### src/rtl/md5sh_pkg.sv
// shared types, constants and round functions for the md5 stream hasher
`timescale 1ns / 1ps
`default_nettype none
package md5sh_pkg;

  typedef struct packed {
    logic [7:0] message_byte;
    logic       byte_present;
    logic       end_of_message;
  } in_item_t;

  typedef struct packed {
    logic [31:0] digest_word;
    logic [1:0]  word_number;
    logic        final_word;
  } out_item_t;

  // controller to datapath
  typedef struct packed {
    logic       wr_byte;      // write byte into buffer at fill, count it
    logic       wr_pad;       // write pad byte at fill position
    logic       pad_len;      // pad byte at fill comes from the length field
    logic       zero_byte;    // pad byte is zero rather than 0x80
    logic       round_start;  // load working regs from chain
    logic       round_step;   // run one round
    logic       round_done;   // add working regs into chain
    logic       msg_restart;  // reinit chain, fill and length
  } dp_cmd_t;

  // datapath to controller
  typedef struct packed {
    logic [5:0] fill;
    logic [5:0] round;
  } dp_sts_t;

  localparam logic [31:0] ChainInit [4] = '{
    32'h67452301, 32'hEFCDAB89, 32'h98BADCFE, 32'h10325476
  };

  localparam logic [7:0] PadMark = 8'h80;
  localparam logic [5:0] LenFieldAt = 6'd56;

  localparam logic [31:0] RoundConst [64] = '{
    32'hd76aa478, 32'he8c7b756, 32'h242070db, 32'hc1bdceee,
    32'hf57c0faf, 32'h4787c62a, 32'ha8304613, 32'hfd469501,
    32'h698098d8, 32'h8b44f7af, 32'hffff5bb1, 32'h895cd7be,
    32'h6b901122, 32'hfd987193, 32'ha679438e, 32'h49b40821,
    32'hf61e2562, 32'hc040b340, 32'h265e5a51, 32'he9b6c7aa,
    32'hd62f105d, 32'h02441453, 32'hd8a1e681, 32'he7d3fbc8,
    32'h21e1cde6, 32'hc33707d6, 32'hf4d50d87, 32'h455a14ed,
    32'ha9e3e905, 32'hfcefa3f8, 32'h676f02d9, 32'h8d2a4c8a,
    32'hfffa3942, 32'h8771f681, 32'h6d9d6122, 32'hfde5380c,
    32'ha4beea44, 32'h4bdecfa9, 32'hf6bb4b60, 32'hbebfbc70,
    32'h289b7ec6, 32'heaa127fa, 32'hd4ef3085, 32'h04881d05,
    32'hd9d4d039, 32'he6db99e5, 32'h1fa27cf8, 32'hc4ac5665,
    32'hf4292244, 32'h432aff97, 32'hab9423a7, 32'hfc93a039,
    32'h655b59c3, 32'h8f0ccc92, 32'hffeff47d, 32'h85845dd1,
    32'h6fa87e4f, 32'hfe2ce6e0, 32'ha3014314, 32'h4e0811a1,
    32'hf7537e82, 32'hbd3af235, 32'h2ad7d2bb, 32'heb86d391
  };

  localparam logic [4:0] RotAmount [16] = '{
    5'd7, 5'd12, 5'd17, 5'd22, 5'd5, 5'd9, 5'd14, 5'd20,
    5'd4, 5'd11, 5'd16, 5'd23, 5'd6, 5'd10, 5'd15, 5'd21
  };

  // message word index for a round
  function automatic logic [3:0] word_sel(input logic [5:0] r);
    logic [3:0] g;
    case (r[5:4])
      2'd0:    g = r[3:0];
      2'd1:    g = 4'(r[3:0] * 4'd5 + 4'd1);
      2'd2:    g = 4'(r[3:0] * 4'd3 + 4'd5);
      default: g = 4'(r[3:0] * 4'd7);
    endcase
    return g;
  endfunction

  function automatic logic [31:0] round_fn(input logic [1:0] phase,
                                           input logic [31:0] b,
                                           input logic [31:0] c,
                                           input logic [31:0] d);
    logic [31:0] f;
    case (phase)
      2'd0:    f = (b & c) | (~b & d);
      2'd1:    f = (b & d) | (c & ~d);
      2'd2:    f = b ^ c ^ d;
      default: f = c ^ (b | ~d);
    endcase
    return f;
  endfunction

endpackage
`default_nettype wire

### src/rtl/md5_stream_hasher.sv
// md5 stream hasher top level: controller plus datapath
`timescale 1ns / 1ps
// at most one byte per transaction; a byte not completing a block or ending the message keeps it idle
// a block completion primes the first word read, runs the rounds, then updates the chain:
// the single shared round unit runs one md5 round per cycle from the block buffer memory
// message end adds pad writes (one byte per cycle) and one or two compressions,
// then four result transactions; reset restores the standard chaining words
// reset is synchronous active low; the block buffer is not cleared
`default_nettype none
module md5_stream_hasher (
  input  wire logic                 clk,
  input  wire logic                 rst_n,
  input  wire logic                 in_valid,
  output logic                      in_stall,
  input  wire md5sh_pkg::in_item_t  in_data,
  output logic                      out_valid,
  input  wire logic                 out_stall,
  output md5sh_pkg::out_item_t      out_data
);

  md5sh_pkg::dp_cmd_t cmd;
  md5sh_pkg::dp_sts_t sts;
  logic [1:0]  sel;
  logic [31:0] word;

  // sequencing of intake, padding and rounds
  md5sh_ctrl u_ctrl (
    .clk(clk), .rst_n(rst_n),
    .in_valid(in_valid), .in_item(in_data), .in_stall(in_stall),
    .out_valid(out_valid), .out_stall(out_stall), .out_sel(sel),
    .cmd(cmd), .sts(sts)
  );

  // buffer, counters and the round unit
  md5sh_datapath u_dp (
    .clk(clk), .rst_n(rst_n),
    .byte_in(in_data.message_byte), .cmd(cmd),
    .rd_word_sel(sel), .rd_word(word), .sts(sts)
  );

  // digest words come straight from the stable chain registers
  assign out_data.digest_word = word;
  assign out_data.word_number = sel;
  assign out_data.final_word  = (sel == 2'd3);

endmodule
`default_nettype wire

### src/rtl/md5sh_datapath.sv
// md5 datapath: block buffer memory, length, chaining and round registers
`timescale 1ns / 1ps
`default_nettype none
module md5sh_datapath (
  input  wire logic              clk,
  input  wire logic              rst_n,
  input  wire logic [7:0]        byte_in,
  input  wire md5sh_pkg::dp_cmd_t cmd,
  input  wire logic [1:0]        rd_word_sel,
  output logic [31:0]            rd_word,
  output md5sh_pkg::dp_sts_t     sts
);

  // buffer held as 16 words, one byte lane written per cycle
  logic [31:0] buf_mem [16];
  logic [31:0] wbuf_r;          // registered read of the message word
  logic [5:0]  fill_r, fill_nxt;
  logic [63:0] len_r, len_nxt;
  logic [31:0] chain_r [4];
  logic [31:0] a_r, b_r, c_r, d_r;
  logic [5:0]  round_r;
  logic [7:0]  wdata;
  logic [3:0]  rd_addr;
  logic [31:0] t_sum, t_rot;
  logic [4:0]  sh;
  logic [5:0]  len_byte_idx;

  // bit offset of the length-field byte for the current pad slot
  assign len_byte_idx = {fill_r[2:0], 3'b000};

  always_comb begin
    if (cmd.wr_byte) begin
      wdata = byte_in;
    end else if (cmd.pad_len) begin
      wdata = len_r[len_byte_idx +: 8];
    end else if (cmd.zero_byte) begin
      wdata = 8'h00;
    end else begin
      wdata = md5sh_pkg::PadMark;
    end
  end

  // read address runs one round ahead; round_start reads round 0
  assign rd_addr = cmd.round_start ? md5sh_pkg::word_sel(6'd0)
                                   : md5sh_pkg::word_sel(6'(round_r + 6'd1));

  always_ff @(posedge clk) begin
    if (cmd.wr_byte || cmd.wr_pad) begin
      buf_mem[fill_r[5:2]][fill_r[1:0]*8 +: 8] <= wdata;
    end
    wbuf_r <= buf_mem[rd_addr];
  end

  always_comb begin
    fill_nxt = fill_r;
    len_nxt  = len_r;
    if (cmd.msg_restart) begin
      fill_nxt = '0;
      len_nxt  = '0;
    end else if (cmd.wr_byte || cmd.wr_pad) begin
      fill_nxt = 6'(fill_r + 6'd1);
      if (cmd.wr_byte) len_nxt = len_r + 64'd8;
    end
  end

  assign t_sum = a_r + md5sh_pkg::round_fn(round_r[5:4], b_r, c_r, d_r)
               + wbuf_r + md5sh_pkg::RoundConst[round_r];
  assign sh    = md5sh_pkg::RotAmount[{round_r[5:4], round_r[1:0]}];
  assign t_rot = (t_sum << sh) | (t_sum >> (6'd32 - {1'b0, sh}));

  always_ff @(posedge clk) begin
    if (!rst_n) begin
      fill_r <= '0;
      len_r  <= '0;
      for (int i = 0; i < 4; i++) chain_r[i] <= md5sh_pkg::ChainInit[i];
    end else begin
      fill_r <= fill_nxt;
      len_r  <= len_nxt;
      if (cmd.msg_restart) begin
        for (int i = 0; i < 4; i++) chain_r[i] <= md5sh_pkg::ChainInit[i];
      end else if (cmd.round_done) begin
        chain_r[0] <= chain_r[0] + a_r;
        chain_r[1] <= chain_r[1] + b_r;
        chain_r[2] <= chain_r[2] + c_r;
        chain_r[3] <= chain_r[3] + d_r;
      end
    end
  end

  always_ff @(posedge clk) begin
    if (cmd.round_start) begin
      a_r <= chain_r[0];
      b_r <= chain_r[1];
      c_r <= chain_r[2];
      d_r <= chain_r[3];
      round_r <= '0;
    end else if (cmd.round_step) begin
      a_r <= d_r;
      d_r <= c_r;
      c_r <= b_r;
      b_r <= b_r + t_rot;
      round_r <= 6'(round_r + 6'd1);
    end
  end

  assign rd_word   = chain_r[rd_word_sel];
  assign sts.fill  = fill_r;
  assign sts.round = round_r;

endmodule
`default_nettype wire

### src/rtl/md5sh_ctrl.sv
// md5 controller: intake, padding sequence, compression and digest output
`timescale 1ns / 1ps
`default_nettype none
module md5sh_ctrl (
  input  wire logic               clk,
  input  wire logic               rst_n,
  input  wire logic               in_valid,
  input  wire md5sh_pkg::in_item_t in_item,
  output logic                    in_stall,
  output logic                    out_valid,
  input  wire logic               out_stall,
  output logic [1:0]              out_sel,
  output md5sh_pkg::dp_cmd_t      cmd,
  input  wire md5sh_pkg::dp_sts_t sts
);

  localparam logic [2:0] StIdle  = 3'd0;
  localparam logic [2:0] StPad   = 3'd1;  // writing pad bytes
  localparam logic [2:0] StPrime = 3'd2;  // first word read in flight
  localparam logic [2:0] StRound = 3'd3;
  localparam logic [2:0] StAdd   = 3'd4;
  localparam logic [2:0] StOut   = 3'd5;

  logic [2:0] state_r, state_nxt;
  logic       fin_r, fin_nxt;     // padding pending after this compression
  logic       mark_r, mark_nxt;   // 0x80 already written
  logic       spill_r, spill_nxt; // marker landed in the length field slots
  logic [1:0] sel_r, sel_nxt;
  logic       acc;

  assign acc      = in_valid && !in_stall;
  assign in_stall = (state_r != StIdle);
  assign out_valid = (state_r == StOut);
  assign out_sel  = sel_r;

  always_comb begin
    state_nxt = state_r;
    fin_nxt   = fin_r;
    mark_nxt  = mark_r;
    spill_nxt = spill_r;
    sel_nxt   = sel_r;
    cmd       = '0;
    case (state_r)
      StIdle: begin
        if (acc) begin
          cmd.wr_byte = in_item.byte_present;
          fin_nxt     = in_item.end_of_message;
          mark_nxt    = 1'b0;
          if (in_item.byte_present && sts.fill == 6'd63) begin
            state_nxt = StPrime;
          end else if (in_item.end_of_message) begin
            state_nxt = StPad;
          end
        end
      end
      StPad: begin
        cmd.wr_pad    = 1'b1;
        cmd.zero_byte = mark_r;
        mark_nxt      = 1'b1;
        // length field only once the marker is in and the block has room
        cmd.pad_len   = mark_r && fin_r && !spill_r && (sts.fill >= md5sh_pkg::LenFieldAt);
        if (!mark_r && (sts.fill >= md5sh_pkg::LenFieldAt)) spill_nxt = 1'b1;
        if (sts.fill == 6'd63) begin
          // block full: length written only if this is its last slot
          fin_nxt   = !cmd.pad_len ? fin_r : 1'b0;
          spill_nxt = 1'b0;
          state_nxt = StPrime;
        end
      end
      StPrime: begin
        cmd.round_start = 1'b1;
        state_nxt = StRound;
      end
      StRound: begin
        cmd.round_step = 1'b1;
        if (sts.round == 6'd63) state_nxt = StAdd;
      end
      StAdd: begin
        cmd.round_done = 1'b1;
        if (fin_r) begin
          state_nxt = StPad;
        end else if (mark_r) begin
          sel_nxt   = '0;
          state_nxt = StOut;
        end else begin
          state_nxt = StIdle;
        end
      end
      StOut: begin
        if (!out_stall) begin
          sel_nxt = 2'(sel_r + 2'd1);
          if (sel_r == 2'd3) begin
            cmd.msg_restart = 1'b1;
            mark_nxt  = 1'b0;
            state_nxt = StIdle;
          end
        end
      end
      default: state_nxt = StIdle;
    endcase
  end

  always_ff @(posedge clk) begin
    if (!rst_n) begin
      state_r <= StIdle;
      fin_r   <= 1'b0;
      mark_r  <= 1'b0;
      spill_r <= 1'b0;
      sel_r   <= '0;
    end else begin
      state_r <= state_nxt;
      fin_r   <= fin_nxt;
      mark_r  <= mark_nxt;
      spill_r <= spill_nxt;
      sel_r   <= sel_nxt;
    end
  end

  a_no_accept_busy: assert property (@(posedge clk) disable iff (!rst_n)
    (state_r != StIdle) |-> !acc) else $error("item taken while busy");
  a_round_follows_prime: assert property (@(posedge clk) disable iff (!rst_n)
    (state_r == StPrime) |=> (state_r == StRound)) else $error("prime not followed");
  a_out_from_add: assert property (@(posedge clk) disable iff (!rst_n)
    $rose(out_valid) |-> ($past(state_r) == StAdd && sel_r == 2'd0))
    else $error("bad digest start");

endmodule
`default_nettype wire
### config.mk
export PLATFORM = sky130hd
export DESIGN_NAME = md5_stream_hasher
export DESIGN_NICKNAME = d
export VERILOG_FILES = /design/src/rtl/md5sh_pkg.sv /design/src/rtl/md5_stream_hasher.sv /design/src/rtl/md5sh_datapath.sv /design/src/rtl/md5sh_ctrl.sv
export SDC_FILE = /design/constraint.sdc
export NUM_CORES = 2
export LEC_CHECK = 0
export ABC_AREA = 1
export BUFFER_PORTS_ARGS = -buffer_cell sky130_fd_sc_hd__buf_2
export CORE_MARGIN = 8
export CORE_UTILIZATION = 26
export CTS_BUF_LIST = sky130_fd_sc_hd__clkbuf_8 sky130_fd_sc_hd__clkbuf_16
export DETAILED_ROUTE_END_ITERATION = 16
export PLACE_DENSITY = 0.51
export SLEW_MARGIN = 20
export SYNTH_ARGS = -nofsm -noshare
export SYNTH_HDL_FRONTEND = slang
export SYNTH_SLANG_ARGS = --single-unit
### constraint.sdc
create_clock -name clk -period 16.6 [get_ports clk]
set_input_delay 2.49 -clock clk [delete_from_list [all_inputs] [get_ports clk]]
set_output_delay 2.49 -clock clk [all_outputs]
set_load 0.005 [all_outputs]
=== Word-level counts from Yosys, hierarchy flattened ===
Memories as Yosys holds them, arrays and structs flattened. A register that Yosys moved wholly into a read port is not among the register bits.
Cells that the tools add are included.

* Word-level logic and storage cells: 185
* Memories kept: 4
* Input bits: 14
* Memory bits (read-only): 2128
* Latch bits: 0
* Register bits after elaboration: 212
* Memory bits (writable): 640

{| class="wikitable"
|+ Memory list
! name !! depth !! width !! rd ports !! clocked after Yosys merged registers in !! wr ports !! RTL line !! text
|-
| (no name shown) || 64 || 32 || 1 || 0 || 0 || md5sh_datapath.sv:67 || <nowiki>+ wbuf_r + md5sh_pkg::RoundConst[round_r];</nowiki>
|-
| u_dp.buf_mem || 16 || 32 || 1 || 1 || 1 || md5sh_datapath.sv:15 || <nowiki>logic [31:0] buf_mem [16];</nowiki>
|-
| u_dp.chain_r || 4 || 32 || 5 || 1 || 4 || md5sh_datapath.sv:19 || <nowiki>logic [31:0] chain_r [4];</nowiki>
|-
| (no name shown) || 16 || 5 || 1 || 0 || 0 || md5sh_datapath.sv:68 || <nowiki>assign sh = md5sh_pkg::RotAmount[{round_r[5:4], round_r[1:0]}];</nowiki>
|}

* Divide/modulo/power cells: 0
* Mux-type cells: 71
* Shift operators: 5
* $mul: 3
* Equality and inequality tests: 21
* $add $sub $neg: 16
* Reductions and logical operators: 26
* Magnitude comparators: 3
* Bitwise operators: 24

{| class="wikitable"
|+ Operator list
! operator !! count
|-
| 32-bit two-way mux || 19
|-
| 32-bit adder || 8
|-
| 32-bit AND || 4
|-
| 32-bit bitwise OR || 4
|-
| 32-bit one-hot mux with 3 select lines || 1
|-
| 32-bit XOR || 3
|-
| 64-bit by 4-bit adder with 64-bit output (second input constant) || 1
|-
| 32-bit NOT || 2
|-
| 64-bit by 7-bit indexed part select with 8-bit output || 1
|-
| 5-bit negator with 34-bit output || 1
|-
| 8-bit by 34-bit variable shift with 32-bit output (first input constant) || 1
|-
| 8-bit by 34-bit indexed part select with 32-bit output || 1
|-
| 32-bit by 5-bit << shifter with 32-bit output || 1
|-
| 32-bit by 6-bit right shift with 32-bit output || 1
|-
| 3-bit two-way mux || 10
|-
| 1-bit two-way mux || 25
|-
| 8-bit two-way mux || 3
|-
| 3-bit one-hot mux with 6 select lines || 1
|-
| 6-bit by 1-bit adder with 6-bit output (second input constant) || 2
|-
| 6-bit equality test (second input constant) || 2
|-
| 2-bit by 1-bit inequality test with 1-bit output (second input constant) || 6
|-
| 4-bit one-hot mux with 3 select lines || 1
|-
| 4-bit AND reduction || 3
|-
| 2-bit two-way mux || 5
|-
| 35 further kinds || 63
|}

=== Logic depth before layout (Yosys ltp) ===
* Depth in word-level cells: 12
* Depth in mapped cells: 54

=== By module ===
From an unflattened synthesis, not the netlist that was laid out.

* Cells, all modules: 7225
* Area total of the unflattened synthesis: 57122.3 µm²

{| class="wikitable"
|+ By module, submodules not included
! module !! cells an instance !! sequential area each (µm²) !! area each (µm²) !! times used
|-
| md5sh_datapath || 7119 || 24843.8 || 56505.4 || 1
|-
| md5sh_ctrl || 104 || 160.2 || 609.3 || 1
|-
| md5_stream_hasher || 2 || 0.0 || 7.5 || 1
|}

=== Worst setup path before layout ===
No wires, ideal clock.

* Path type: register -> register
* From: register u_dp.round_r[1]
* To: register u_dp.b_r[22] (data pin)
* Path buffers: 2
* Required time: 16346 ps
* Clock period less this slack: 7369 ps
* Library setup time: 254 ps
* Path slack: 9231 ps
* Arrival time: 7116 ps
* Stages on the path, launching flop included: 48
* Path through: dfxtp_1 -> buf_2 -> inv_1 -> ha_1 -> buf_2 -> nand2_1 -> inv_1 -> nor2_1 -> inv_1 -> o221ai_1 -> nand4_1 -> fa_1 -> inv_1 -> fa_1 -> inv_1 -> ha_1 -> fa_1 -> nand2_1 -> [12 not listed] -> nand2_1 -> nand2_1 -> nand3_1 -> nand2_1 -> fa_1 -> nand3_1 -> nand3_1 -> nand2_1 -> nand2_1 -> a21oi_1 -> inv_1 -> a21oi_1 -> inv_1 -> a21boi_0 -> o221ai_1 -> or2_2 -> nand3_1 -> nand2_1

* Cells in the longest elaborated chain, start to end: 10
* Elaborated cells on any way between the ends: 16
* Those cells by class: add/sub (3); shift (2); mux (6); bitwise (3); memory (2)

{| class="wikitable"
|+ Ends and longest elaborated chain
! item !! RTL line !! text
|-
| from (decl) || md5sh_datapath.sv:21 || <nowiki>logic [5:0] round_r;</nowiki>
|-
| from (signal assigned) || md5sh_datapath.sv:102 || <nowiki>round_r <= 6'(round_r + 6'd1);</nowiki>
|-
| 6-bit NOT with 7-bit output (not written as such) or 4-bit NOT with 5-bit output (tied branches) || md5sh_datapath.sv:67, md5sh_datapath.sv:68 ||
|-
| memory read 64 x 32 bit or memory read 16 x 5 bit (tied branches) || - ||
|-
| 32-bit two-way mux (not written as such) or 5-bit two-way mux (tied branches) (2 in a row) || md5sh_datapath.sv:67, md5sh_datapath.sv:68 ||
|-
| 32-bit adder or 6-bit by 5-bit subtractor with 6-bit output (tied branches) || md5sh_datapath.sv:67, md5sh_datapath.sv:69 ||
|-
| 32-bit by 6-bit right shift with 32-bit output or 32-bit by 5-bit << shifter with 32-bit output (tied branches) || md5sh_datapath.sv:69 || <nowiki>assign t_rot = (t_sum << sh) | (t_sum >> (6'd32 - {1'b0, sh}));</nowiki>
|-
| 32-bit bitwise OR * || md5sh_datapath.sv:69 ||
|-
| 32-bit adder * || md5sh_datapath.sv:101 || <nowiki>b_r <= b_r + t_rot;</nowiki>
|-
| 32-bit two-way mux * || md5sh_datapath.sv:97 || <nowiki>end else if (cmd.round_step) begin</nowiki>
|-
| 32-bit two-way mux * || md5sh_datapath.sv:91 || <nowiki>if (cmd.round_start) begin</nowiki>
|-
| to (signal assigned) || md5sh_datapath.sv:93 || <nowiki>b_r <= chain_r[1];</nowiki>
|-
| to (signal assigned) || md5sh_datapath.sv:101 ||
|-
| to (decl) || md5sh_datapath.sv:20 || <nowiki>logic [31:0] a_r, b_r, c_r, d_r;</nowiki>
|}

Every way passes the cells marked *; elsewhere a longest branch is shown, timed or not. The select of a mux whose other input is x is not followed.
A chain may end at the register's enable or synchronous reset.

=== Worst setup path in the final report ===
* From: register u_dp.round_r[0]
* To: register u_dp.b_r[27] (data pin)

Same word-level chain as after synthesis.

==> metrics.md <==
| Metric | Value |
|---|---|
| Vias in the first global route | `48800` |
| ANT cells | `0` |
| Largest net degree at the start of global routing | `251` |
| CP arrival | `10930 ps` |
| Combinational family with the most area after synthesis | `simple AND/OR/NAND/NOR gates` |
| Top-Level Pins | `51` |
| Overflow after GRT | `0` |
| Period utilization | `63.0%` |
| Die Y | `485 um` |
| Unrepaired setup endpoints after global routing | `no` |
| First-pass GRT wire length | `329 mm` |
| Setup TNS | `0 ps` |
| Clock Latency Late Sink | `770 ps` |
| Post-detail-place hpwl | `169 mm` |
| Postcts setup bufs | `0` |
| ANT nets after route | `0` |
| Final wirelength | `225 mm` |
| Die W | `485 um` |
| Routed length per instance | `22.3 um` |
| Nets | `7441` |
| EDFF count, synth | `736` |
| Worst setup SP type | `flop` |
| Area grow syn2layout | `11.3%` |
| CTS H-tree depth | `3` |
| Setup WS post-layout | `6140 ps` |
| Fin util | `29.0%` |
| Root Buffer | `clkbuf_16` |
| Post-layout min period | `10460 ps` |
| Fmax achieved | `0.0956 GHz` |
| Critical Path Fanout Max | `19` |
| Crit path from | `u_dp.round_r[0]$_SDFFE_PP0P_` |
| Syn. warnings | `0` |
| Initial core utilization | `26.1%` |
| Synthesis-stage register bit count | `883` |
| Pre-Repair DR Iteration Count | `6` |
| CTS Hold Bufs | `0` |
| Die Area | `0.235 sq mm` |
| XOR/XNOR Fraction of Synth Area | `0.870%` |
| DRT iter0 DRCs | `5434` |
| Slowest-stage cell, CP | `dfxtp_1` |
| Distinct cells, synth | `69` |
| CTS tree | `yes` |
| Min-delay src | `u_dp.len_r[50]$_SDFFE_PP0P_` |
| Slew Viols, Final | `0` |
| Via density per instance | `5.12` |
| CTS buffer count | `97` |
| Type of the worst min-delay path | `flop to flop` |
| Via count | `51700` |
| # clock sinks | `883` |
| Kind of critical path | `flop to flop` |
| Routability Congestion | `0.992` |
| CP required | `17070 ps` |
| Num rows | `172` |
| # DRC | `0` |
| Relative slew slack | `21.0%` |
| Register area | `0.0250 sq mm` |
| MaxCap Viol Count | `0` |
| Compound-Gate Fraction of Synth Area | `18.6%` |
| Layout cell share with drive strength beyond 1 | `5.27%` |
| Mux contribution to synthesized area | `0.0175%` |
| CP Capture Type | `flop` |
| Worst r2r src | `u_dp.round_r[0]$_SDFFE_PP0P_` |
| Resized Gates After CTS | `0` |
| Area share of and/or/nand/nor cells after synthesis | `20.7%` |
| Main flop type after synthesis | `edfxtp_1` |
| Setup slack at placement | `6390 ps` |
| Worst-Margin Slew | `1170 ps` |
| GR Util All Layers | `18.2%` |
| PortBufs | `50` |
| FILL cells | `23600` |
| Clk buf depth | `3` |
| Adder-Cell Fraction of Synth Area | `7.12%` |
| Antenna violations before repair | `4` |
| Area of the multi-input gates | `0.0271 sq mm` |
| Seq/Total Area, Yosys | `43.8%` |
| Crit-path max cell delay | `950 ps` |
| Clock slew at reported path FFs | `60 ps` |
| Syn nets | `7517` |
| Top cell by count, worst path | `nand2_1` |
| Core area | `0.219 sq mm` |
| Outcome | `finished, final reports clean` |
| Syn Area/Cell | `7.91 sq um` |
| Ys async rst share | `0%` |
| Cell area after synthesis | `0.0571 sq mm` |
| Clock skew | `69.8 ps` |
| Final hold vios | `0` |
| Setup violators final | `0` |
| Syn Inst Count | `7218` |
synthesized netlist by cell type (20+ instances only):
| cell type | number | area, sq um |
|---|---|---|
| a21oi_1 | 613 | 3070 |
| o21a_1 | 36 | 270 |
| nand4_1 | 62 | 388 |
| fa_1 | 67 | 1340 |
| nand2_1 | 1483 | 5570 |
| o221ai_1 | 60 | 526 |
| o21ai_0 | 673 | 3370 |
| nor2_1 | 588 | 2210 |
| buf_1 | 21 | 78.8 |
| o21ai_1 | 154 | 771 |
| nor3_1 | 124 | 621 |
| nor4_1 | 20 | 125 |
| nand3_1 | 457 | 2290 |
| inv_1 | 962 | 3610 |
| ha_1 | 218 | 2730 |
| dfxtp_1 | 147 | 2940 |
| buf_2 | 66 | 330 |
| o211ai_1 | 92 | 691 |
| xnor2_1 | 23 | 201 |
| or2_2 | 32 | 200 |
| edfxtp_1 | 736 | 22100 |
| xor2_1 | 30 | 263 |
| clkbuf_1 | 187 | 702 |
| o22ai_1 | 79 | 494 |
| a31oi_1 | 39 | 244 |
| inv_2 | 24 | 90.1 |
worst max-delay path: cells and delay by family (launching register included):
kind / cells / cell delay [ps]
buffers and inverters: 6 / 900
and+or+nand+nor: 27 / 3680
adders and majority gates: 5 / 2470
AOI/OAI and AO/OA: 8 / 2210
DFF: 1 / 950
final cells by class:
type / count / area share [%]
tap: 2871 / 5.65
sequential: 883 / 39.4
clock buffer: 108 / 4.05
multi-input combinational: 5047 / 42.7
inverter: 991 / 5.85
clock inverter: 73 / 1.12
timing repair buffer: 122 / 1.28
metal layers:
metal | track usage [%] | vias to the layer above | wire length (um)
li1 | - | 24600 | -
met1 | 25.0 | 24800 | 101000
met2 | 29.3 | 1831 | 101000
met3 | 2.83 | 387 | 14500
met4 | 6.21 | 4 | 8850
met5 | 0 | - | 27
flip-flops by register name, summed over array words and instances (netlist names), 2 cells and up, named ones only:
| register | count |
|---|---|
| u_dp.wbuf_r | 32 |
| u_dp.chain_r | 128 |
| u_dp.round_r | 6 |
| u_ctrl.out_sel | 2 |
| u_ctrl.state_r | 3 |
| u_dp.b_r | 32 |
| u_dp.fill_r | 6 |
| u_dp.c_r | 32 |
| u_dp.d_r | 32 |
| u_dp.a_r | 32 |
| u_dp.buf_mem | 512 |
| u_dp.len_r | 61 |
per-stage QoR:
step,area [sq um],cells,hold slack (ps)
2_1_floorplan,57100,7218,452
3_3_place_gp,60300,9914,475
3_5_place_dp,60300,9914,483
4_1_cts,63600,10100,496
5_1_grt,63600,10100,529
6_report,63600,10100,503
placed cells by master (no fill, tap or decap), types with 14 or more instances in the layout:
cell,count
or2_2,32
xor2_1,30
nor4_1,20
xnor2_1,23
o2111ai_1,14
edfxtp_1,736
o21a_1,36
clkinv_1,25
nand2_1,1480
o211ai_1,92
o22ai_1,79
inv_1,979
o311ai_1,14
nor2_2,21
buf_4,70
a31oi_1,39
fa_1,67
nor3_1,123
inv_2,27
clkbuf_16,97
buf_2,50
nand4_1,62
nor2_1,571
nand3_1,456
a21o_1,16
a21oi_1,613
ha_1,218
dfxtp_1,146
o21ai_1,153
o21ai_0,673
o221ai_1,59
cell families after synthesis:
| kind of cell | Yosys count |
|---|---|
| compound gates | 1887 |
| xor+xnor | 55 |
| fa+ha+maj | 285 |
| buf+inv | 1288 |
| flops | 883 |
| mux | 1 |
| simple gates | 2819 |
worst paths after layout:
path	cells after the start	slack, ps	to
hold / removal	1	500	u_dp.len_r[50]$_SDFFE_PP0P_
hold reg to reg	1	500	u_dp.len_r[50]$_SDFFE_PP0P_
setup reg to reg	46	6140	u_dp.b_r[27]$_DFFE_PP_
setup / recovery	46	6140	u_dp.b_r[27]$_DFFE_PP_
Power is not shown: default switching activity piles up to over one toggle a cycle in this logic, so the estimate is an artifact.
